===== config.mk =====
export PLATFORM = sky130hd
export DESIGN_NAME = crc8_message_framer_flat
export DESIGN_NICKNAME = d
export VERILOG_FILES = /design/src/rtl/cmf_pkg.sv /design/src/rtl/cmf_stream_if.sv /design/src/rtl/cmf_front.sv /design/src/rtl/cmf_queue.sv /design/src/rtl/cmf_back.sv /design/src/rtl/crc8_message_framer.sv /design/src/flat_wrapper.sv
export SDC_FILE = /design/constraint.sdc
export NUM_CORES = 1
export LEC_CHECK = 0
export CELL_PAD_IN_SITES_DETAIL_PLACEMENT = 1
export CELL_PAD_IN_SITES_GLOBAL_PLACEMENT = 2
export CORE_MARGIN = 4
export CORE_UTILIZATION = 45
export CTS_CLUSTER_DIAMETER = 120
export DETAILED_ROUTE_END_ITERATION = 8
export DONT_BUFFER_PORTS = 1
export GPL_TIMING_DRIVEN = 0
export PLACE_DENSITY_LB_ADDON = 0.2
export SLEW_MARGIN = 20
export SYNTH_ARGS = -nofsm -noshare
export SYNTH_HDL_FRONTEND = slang
export SYNTH_SLANG_ARGS = --single-unit

===== constraint.sdc =====
create_clock -name clock -period 12.15 [get_ports clock]
set_input_delay 2.43 -clock clock [delete_from_list [all_inputs] [get_ports clock]]
set_output_delay 2.43 -clock clock [all_outputs]
set_load 0.01 [all_outputs]

===== src/rtl/cmf_pkg.sv =====
package cmf_pkg;

   // command queue between front and back
   localparam int CmdDepth = 4;
   localparam int CmdPtrW  = $clog2(CmdDepth);

   // CRC-8 generator, MSB first
   localparam logic [7:0] CrcPoly = 8'h31;

   // output sequence positions within one command
   localparam logic [2:0] StepSvc   = 3'd0;
   localparam logic [2:0] StepLenLo = 3'd1;
   localparam logic [2:0] StepLenHi = 3'd2;
   localparam logic [2:0] StepData  = 3'd3;
   localparam logic [2:0] StepCrc   = 3'd4;

   typedef enum logic [1:0] {
      CMD_REJECT = 2'd0,
      CMD_FIRST  = 2'd1,
      CMD_MIDDLE = 2'd2
   } cmd_kind_type;

   typedef struct packed {
      cmd_kind_type kind;
      logic [7:0]   svc;
      logic [15:0]  len;
      logic [7:0]   data;
      logic         last;
   } cmd_type;

   // one byte through the CRC register, eight shift steps
   function automatic logic [7:0] crc8_feed(input logic [7:0] crc, input logic [7:0] b);
      logic [7:0] c;
      c = crc ^ b;
      for (int i = 0; i < 8; i++) begin
         c = c[7] ? ((c << 1) ^ CrcPoly) : (c << 1);
      end
      return c;
   endfunction

endpackage


===== src/rtl/cmf_stream_if.sv =====
interface cmf_req_if;
   logic        valid;
   logic        ready;
   logic [7:0]  data_byte;
   logic [15:0] payload_length;

   modport source (output valid, output data_byte, output payload_length, input ready);
   modport sink   (input valid, input data_byte, input payload_length, output ready);
endinterface

interface cmf_rsp_if;
   logic       valid;
   logic       ready;
   logic [7:0] out_byte;
   logic       frame_end;
   logic       status;

   modport source (output valid, output out_byte, output frame_end, output status, input ready);
   modport sink   (input valid, input out_byte, input frame_end, input status, output ready);
endinterface


===== src/rtl/cmf_front.sv =====
module cmf_front
   import cmf_pkg::*;
(
   input  logic       clock,
   input  logic       reset,
   cmf_req_if.sink    req_if,
   input  logic [7:0] service_code,
   input  logic       queue_full,
   output logic       push,
   output cmd_type    push_cmd
);

   logic [15:0] remaining_ff, remaining_in;

   assign req_if.ready = !queue_full;
   assign push         = req_if.valid && !queue_full;

   // classify the request against the open message
   always_comb begin
      remaining_in  = remaining_ff;
      push_cmd.svc  = service_code;
      push_cmd.len  = req_if.payload_length;
      push_cmd.data = req_if.data_byte;
      if (remaining_ff == 16'd0) begin
         if (req_if.payload_length == 16'd0) begin
            push_cmd.kind = CMD_REJECT;
            push_cmd.last = 1'b1;
         end else begin
            push_cmd.kind = CMD_FIRST;
            push_cmd.last = (req_if.payload_length == 16'd1);
            remaining_in  = req_if.payload_length - 16'd1;
         end
      end else begin
         push_cmd.kind = CMD_MIDDLE;
         push_cmd.last = (remaining_ff == 16'd1);
         remaining_in  = remaining_ff - 16'd1;
      end
   end

   always_ff @(posedge clock) begin
      if (reset) begin
         remaining_ff <= 16'd0;
      end else if (push) begin
         remaining_ff <= remaining_in;
      end
   end

endmodule


===== src/rtl/cmf_queue.sv =====
module cmf_queue
   import cmf_pkg::*;
(
   input  logic    clock,
   input  logic    reset,
   input  logic    push,
   input  cmd_type push_cmd,
   input  logic    pop,
   output logic    full,
   output logic    empty,
   output cmd_type head
);

   cmd_type            entry_ff [CmdDepth];
   logic [CmdPtrW-1:0] wr_ptr_ff, rd_ptr_ff;
   logic [CmdPtrW:0]   count_ff, count_in;

   assign full  = (count_ff == (CmdPtrW + 1)'(CmdDepth)) ? 1'b1 : 1'b0;
   assign empty = (count_ff == '0);
   assign head  = entry_ff[rd_ptr_ff];

   // occupancy
   always_comb begin
      count_in = count_ff;
      if (push && !(pop && !empty)) begin
         count_in = count_ff + 1'b1;
      end else if (!push && pop && !empty) begin
         count_in = count_ff - 1'b1;
      end
   end

   always_ff @(posedge clock) begin
      if (reset) begin
         wr_ptr_ff <= '0;
         rd_ptr_ff <= '0;
         count_ff  <= '0;
      end else begin
         count_ff <= count_in;
         if (push) begin
            wr_ptr_ff <= wr_ptr_ff + 1'b1;
         end
         if (pop && !empty) begin
            rd_ptr_ff <= rd_ptr_ff + 1'b1;
         end
      end
   end

   // storage, no reset on payload
   always_ff @(posedge clock) begin
      if (push) begin
         entry_ff[wr_ptr_ff] <= push_cmd;
      end
   end

endmodule


===== src/rtl/cmf_back.sv =====
module cmf_back
   import cmf_pkg::*;
(
   input  logic     clock,
   input  logic     reset,
   input  logic     empty,
   input  cmd_type  head,
   output logic     pop,
   cmf_rsp_if.source rsp_if
);

   logic [2:0] step_ff, step_in, eff_step;
   logic [7:0] crc_ff, crc_in;
   logic       rsp_valid_ff;
   logic [7:0] out_byte_ff, out_byte_in;
   logic       frame_end_ff, frame_end_in;
   logic       status_ff, status_in;
   logic       load, done;

   assign load = !empty && (!rsp_valid_ff || rsp_if.ready);
   assign pop  = load && done;

   assign rsp_if.valid     = rsp_valid_ff;
   assign rsp_if.out_byte  = out_byte_ff;
   assign rsp_if.frame_end = frame_end_ff;
   assign rsp_if.status    = status_ff;

   // middle bytes start at the data position
   assign eff_step = step_ff + ((head.kind == CMD_MIDDLE) ? StepData : StepSvc);

   // pick the byte for this step and advance the CRC
   always_comb begin
      out_byte_in  = 8'd0;
      frame_end_in = 1'b0;
      status_in    = 1'b0;
      crc_in       = crc_ff;
      done         = 1'b0;
      if (head.kind == CMD_REJECT) begin
         status_in = 1'b1;
         done      = 1'b1;
      end else begin
         case (eff_step)
            StepSvc: begin
               out_byte_in = head.svc;
               crc_in      = crc8_feed(8'd0, head.svc);
            end
            StepLenLo: begin
               out_byte_in = head.len[7:0];
               crc_in      = crc8_feed(crc_ff, head.len[7:0]);
            end
            StepLenHi: begin
               out_byte_in = head.len[15:8];
               crc_in      = crc8_feed(crc_ff, head.len[15:8]);
            end
            StepData: begin
               out_byte_in = head.data;
               crc_in      = crc8_feed(crc_ff, head.data);
               done        = !head.last;
            end
            StepCrc: begin
               out_byte_in  = crc_ff;
               frame_end_in = 1'b1;
               crc_in       = 8'd0;
               done         = 1'b1;
            end
            default: begin
               done = 1'b1;
            end
         endcase
      end
      step_in = done ? 3'd0 : step_ff + 3'd1;
   end

   always_ff @(posedge clock) begin
      if (reset) begin
         step_ff      <= 3'd0;
         crc_ff       <= 8'd0;
         rsp_valid_ff <= 1'b0;
      end else begin
         if (load) begin
            step_ff      <= step_in;
            crc_ff       <= crc_in;
            rsp_valid_ff <= 1'b1;
         end else if (rsp_if.ready) begin
            rsp_valid_ff <= 1'b0;
         end
      end
   end

   // output register payload
   always_ff @(posedge clock) begin
      if (load) begin
         out_byte_ff  <= out_byte_in;
         frame_end_ff <= frame_end_in;
         status_ff    <= status_in;
      end
   end

endmodule


===== src/rtl/crc8_message_framer.sv =====
// Channel   Dir  Payload                              Handshake
// req_if    in   data_byte[7:0], payload_length[15:0] valid/ready
// rsp_if    out  out_byte[7:0], frame_end, status     valid/ready
// csr_*     in   csr_write_data[7:0] (service code)   csr_write_enable
//
// Requests are taken one per cycle while the four-entry command queue has room.
// The back end emits one byte per cycle while rsp_if is ready: a first request gives
// service code, length low and high and data, others only data, a last adds the CRC,
// and a reject one status byte; the single registered output byte bounds the rate.
// Reset (synchronous) empties the queue, closes any open message, zeroes the CRC.
// A stalled rsp_if holds the output register; requests continue until the queue fills.
module crc8_message_framer
   import cmf_pkg::*;
(
   input  logic       clock,
   input  logic       reset,
   cmf_req_if.sink    req_if,
   cmf_rsp_if.source  rsp_if,
   input  logic       csr_write_enable,
   input  logic [7:0] csr_write_data
);

   logic [7:0] service_code_ff;
   logic       push, pop, full, empty;
   cmd_type    push_cmd, head;

   // service code register
   always_ff @(posedge clock) begin
      if (reset) begin
         service_code_ff <= 8'd0;
      end else if (csr_write_enable) begin
         service_code_ff <= csr_write_data;
      end
   end

   cmf_front u_front (
      .clock        (clock),
      .reset        (reset),
      .req_if       (req_if),
      .service_code (service_code_ff),
      .queue_full   (full),
      .push         (push),
      .push_cmd     (push_cmd)
   );

   cmf_queue u_queue (
      .clock    (clock),
      .reset    (reset),
      .push     (push),
      .push_cmd (push_cmd),
      .pop      (pop),
      .full     (full),
      .empty    (empty),
      .head     (head)
   );

   cmf_back u_back (
      .clock  (clock),
      .reset  (reset),
      .empty  (empty),
      .head   (head),
      .pop    (pop),
      .rsp_if (rsp_if)
   );

endmodule


===== src/flat_wrapper.sv =====
// flat-port wrapper written by rule: the top's interface ports become plain ports
module crc8_message_framer_flat import cmf_pkg::*;
  (clock, reset, csr_write_enable, csr_write_data, req_if_valid, req_if_data_byte, req_if_payload_length, req_if_ready, rsp_if_valid, rsp_if_out_byte, rsp_if_frame_end, rsp_if_status, rsp_if_ready);
  cmf_req_if req_if_i ();
  cmf_rsp_if rsp_if_i ();
  input  logic clock;
  input  logic reset;
  input  logic csr_write_enable;
  input  logic [7:0] csr_write_data;
  input wire logic [$bits(req_if_i.valid)-1:0] req_if_valid;
  input wire logic [$bits(req_if_i.data_byte)-1:0] req_if_data_byte;
  input wire logic [$bits(req_if_i.payload_length)-1:0] req_if_payload_length;
  output wire logic [$bits(req_if_i.ready)-1:0] req_if_ready;
  output wire logic [$bits(rsp_if_i.valid)-1:0] rsp_if_valid;
  output wire logic [$bits(rsp_if_i.out_byte)-1:0] rsp_if_out_byte;
  output wire logic [$bits(rsp_if_i.frame_end)-1:0] rsp_if_frame_end;
  output wire logic [$bits(rsp_if_i.status)-1:0] rsp_if_status;
  input wire logic [$bits(rsp_if_i.ready)-1:0] rsp_if_ready;
  assign req_if_i.valid = req_if_valid;
  assign req_if_i.data_byte = req_if_data_byte;
  assign req_if_i.payload_length = req_if_payload_length;
  assign req_if_ready = req_if_i.ready;
  assign rsp_if_valid = rsp_if_i.valid;
  assign rsp_if_out_byte = rsp_if_i.out_byte;
  assign rsp_if_frame_end = rsp_if_i.frame_end;
  assign rsp_if_status = rsp_if_i.status;
  assign rsp_if_i.ready = rsp_if_ready;
  crc8_message_framer u_core (.clock(clock), .reset(reset), .req_if(req_if_i), .rsp_if(rsp_if_i), .csr_write_enable(csr_write_enable), .csr_write_data(csr_write_data));
endmodule

==> results.sh <==
export IMPL_fp_dieW_um=153
export IMPL_outcome="finished, final reports clean"
export IMPL_critPathCaptureType="flop"
export IMPL_via_count=5749
export IMPL_cts_resized=0
export IMPL_ant_nets=0
export IMPL_fin_setup_tns_ns=0
export IMPL_worst_r2r_setup_slack_ns=7.31
export IMPL_cts_tree="yes"
export IMPL_cts_hold_fix_buffers=0
export IMPL_synth_edf_count=150
export IMPL_clock_latency_ns=0.43
export IMPL_synth_fp_nets=740
export IMPL_ys_async_sr_fraction=0
export IMPL_post_cts_setup_buffer_count=0
export IMPL_clk_path_buf_depth=2
export IMPL_power_density_nw_per_um2=292
export IMPL_clock_sinks=195
export IMPL_yosys_register_bits=195
export IMPL_ys_flop_type="edfxtp_1"
export IMPL_initial_core_util=0.463
export IMPL_skew_ns=0.0125
export IMPL_cts_clk_slew_worst_paths_ns=0.08
export IMPL_worst_setup_path_start_kind="flop"
export IMPL_postSynthCellCount=691
export IMPL_dpl_hpwl_mm=17.7
export IMPL_fmax_mhz=206
export IMPL_synth_top_area_share=0.477
export IMPL_io_buffers=0
export IMPL_num_rows=52
export IMPL_maxCapViolCount=0
export IMPL_wirelength_mm=23.9
export IMPL_cp_max_fo=9
export IMPL_drc_errors=0
export IMPL_n_fill_cell=2067
export IMPL_max_slew_margin_rel=0.345
export IMPL_ys_top_cells_by_area="edfxtp_1 (48%), dfxtp_1 (9.5%), mux4_2 (7.1%)"
export IMPL_vias_per_cell=5.77
export IMPL_area_delta_synth_final_pct=11.4
export IMPL_cts_root_buf="clkbuf_16"
export IMPL_grt_max_degree=20
export IMPL_grt_pass1_vias=6239
export IMPL_period_share=0.399
export IMPL_critPathKind="flop to flop"
export IMPL_arrival_ns=5.15
export IMPL_overflow=0
export IMPL_p_leak_uw=0.00356
export IMPL_detail_route_wl_per_cell_um=23.9
export IMPL_fin_nets=763
export IMPL_synthesis_area_sq_um=9450
export IMPL_drt_pass1_iterations=6
export IMPL_die_y_um=153
export IMPL_hold_violations=0
export IMPL_drv_slew=0
export IMPL_grt_pass1_wl_mm=37.5
export IMPL_num_io_pins=49
export IMPL_design_core_area_sq_um=20400
export IMPL_worstMarginPinSlew_ns=0.975
export IMPL_synth_most_common_cell="edfxtp_1"
export IMPL_place_gp_congestion=0.936
export IMPL_htreeDepth=4
export IMPL_track_usage=0.209
export IMPL_first_iter_violations=390
export IMPL_syn_mean_instance_area_sq_um=13.7
export IMPL_whs_ns=0.485
export IMPL_min_path_type="flop to flop"
export IMPL_setup_violations=0
export IMPL_seq_area_frac_synth=0.572
export IMPL_die_area_sq_um=23400
export IMPL_diodes=0
export IMPL_synth_largest_area_cell="edfxtp_1"
export IMPL_synth_warnings=0
export IMPL_antenna_found_initial=0
export IMPL_ys_top_cells_by_count="edfxtp_1 (150), xnor2_1 (60), nor2_1 (56)"
export IMPL_ir_drop_mv=0.120
export IMPL_period_needed_ns=4.84
export IMPL_layout_drive_gt1_share=0.154
export IMPL_rsz0062_at_grt="no"
export IMPL_cts_buffers=17
export IMPL_required_ns=12.46
export IMPL_ys_types=68
cell usage in the layout, fill, tap and decap left out, drive strengths merged, types with 2 or more instances in the layout:
cell type	count
edfxtp	150
o21ai	31
inv	17
mux2i	21
nor2b	2
a211o	3
nor4	9
o22ai	10
nor3	26
xor2	33
o31ai	4
or4	4
or2	2
a222oi	8
fa	2
and3	5
nor2	57
a21oi	29
xnor2	70
or3	3
and2	3
nand3	13
nand3b	4
nand2	35
ha	10
buf	24
dfxtp	45
xnor3	4
clkinv	6
mux4	35
a2111oi	2
clkbuf	33
a211oi	4
nand4	3
worst max-delay path, stage by stage (launching register included):
cell	delay [ns]
dfxtp_1	0.33
buf_6	0.17
mux4_1	0.64
nor2b_1	0.20
ha_1	0.22
fa_1	0.44
xnor2_2	0.46
o21ai_1	0.15
o21ai_1	0.78
nand2_1	0.19
fa_1	0.46
or3_1	0.37
o21ai_1	0.10
xnor2_1	0.14
nor2_1	0.05
where the power goes:
part / internal [uW] / switching (uW)
logic: 631 / 927
registers: 867 / 70.3
clock network: 312 / 268
layout make-up:
type                       count  area [sq um]  share of cell area
tap                          270           338              0.0321
multi-input combinational    449          3780               0.359
clock buffer                  19           464              0.0441
clock inverter                13           164              0.0156
inverter                      12          45.0             0.00428
buffer                        35           224              0.0213
timing repair buffer           4           110              0.0105
sequential                   195          5410               0.513
cell families (layout without fill, tap and decap cells):
logic type | after synthesis | in the layout | share of synthesized area
XOR/XNOR | 108 | 108 | 0.118
buffers and inverters | 47 | 83 | 0.0285
AO/OA/AOI/OAI | 101 | 101 | 0.0686
AND/OR/NAND/NOR | 171 | 171 | 0.0866
adder cells (fa/ha/maj) | 12 | 12 | 0.0175
flip-flops | 195 | 195 | 0.572
multiplexers | 57 | 57 | 0.109
per-stage QoR:
stage	power [uW]	worst slack, ns	util	cells	instance area, sq um
final	3080	7.31	0.516	997	10500
after global routing	3260	6.98	0.516	997	10500
after CTS	3080	7.30	0.516	997	10500
after detailed placement	2490	6.95	0.485	965	9910
after global placement	2440	7.03	0.479	961	9790
after floorplan	2090	7.71	-	691	9450
metal layers:
| metal | track usage | vias up | routed length, um |
|---|---|---|---|
| li1 | - | 2651 | - |
| met1 | 0.281 | 2948 | 10600 |
| met2 | 0.352 | 126 | 12000 |
| met3 | 0.0404 | 24 | 1000 |
| met4 | 0.0522 | 0 | 310 |
| met5 | 0 | - | 0 |
final timing paths:
check / from / endpoint / cells after the start
max: flop / u_core.u_queue.count_ff[2]$_SDFFE_PP0P_ / 14
min: u_core.u_front.remaining_ff[7]$_SDFFE_PP0P_ / u_core.u_front.remaining_ff[7]$_SDFFE_PP0P_ / 2
max reg2reg: flop / u_core.u_queue.count_ff[2]$_SDFFE_PP0P_ / 14
min reg2reg: u_core.u_front.remaining_ff[7]$_SDFFE_PP0P_ / u_core.u_front.remaining_ff[7]$_SDFFE_PP0P_ / 2
state kept, by name, summed over array words and instances, names as in the netlist, named ones only:
register	cells
u_core.u_back.rsp_if.out_byte	8
u_core.service_code_ff	8
u_core.u_queue.count_ff	3
u_core.u_back.rsp_if.status	1
u_core.u_front.remaining_ff	16
u_core.u_back.rsp_if.valid	1
u_core.u_back.crc_ff	8
u_core.u_back.step_ff	3
u_core.u_queue.wr_ptr_ff	2
u_core.u_queue.entry_ff	140
u_core.u_back.rsp_if.frame_end	1
u_core.u_queue.rd_ptr_ff	2
Power figures use the tool's default switching activity.
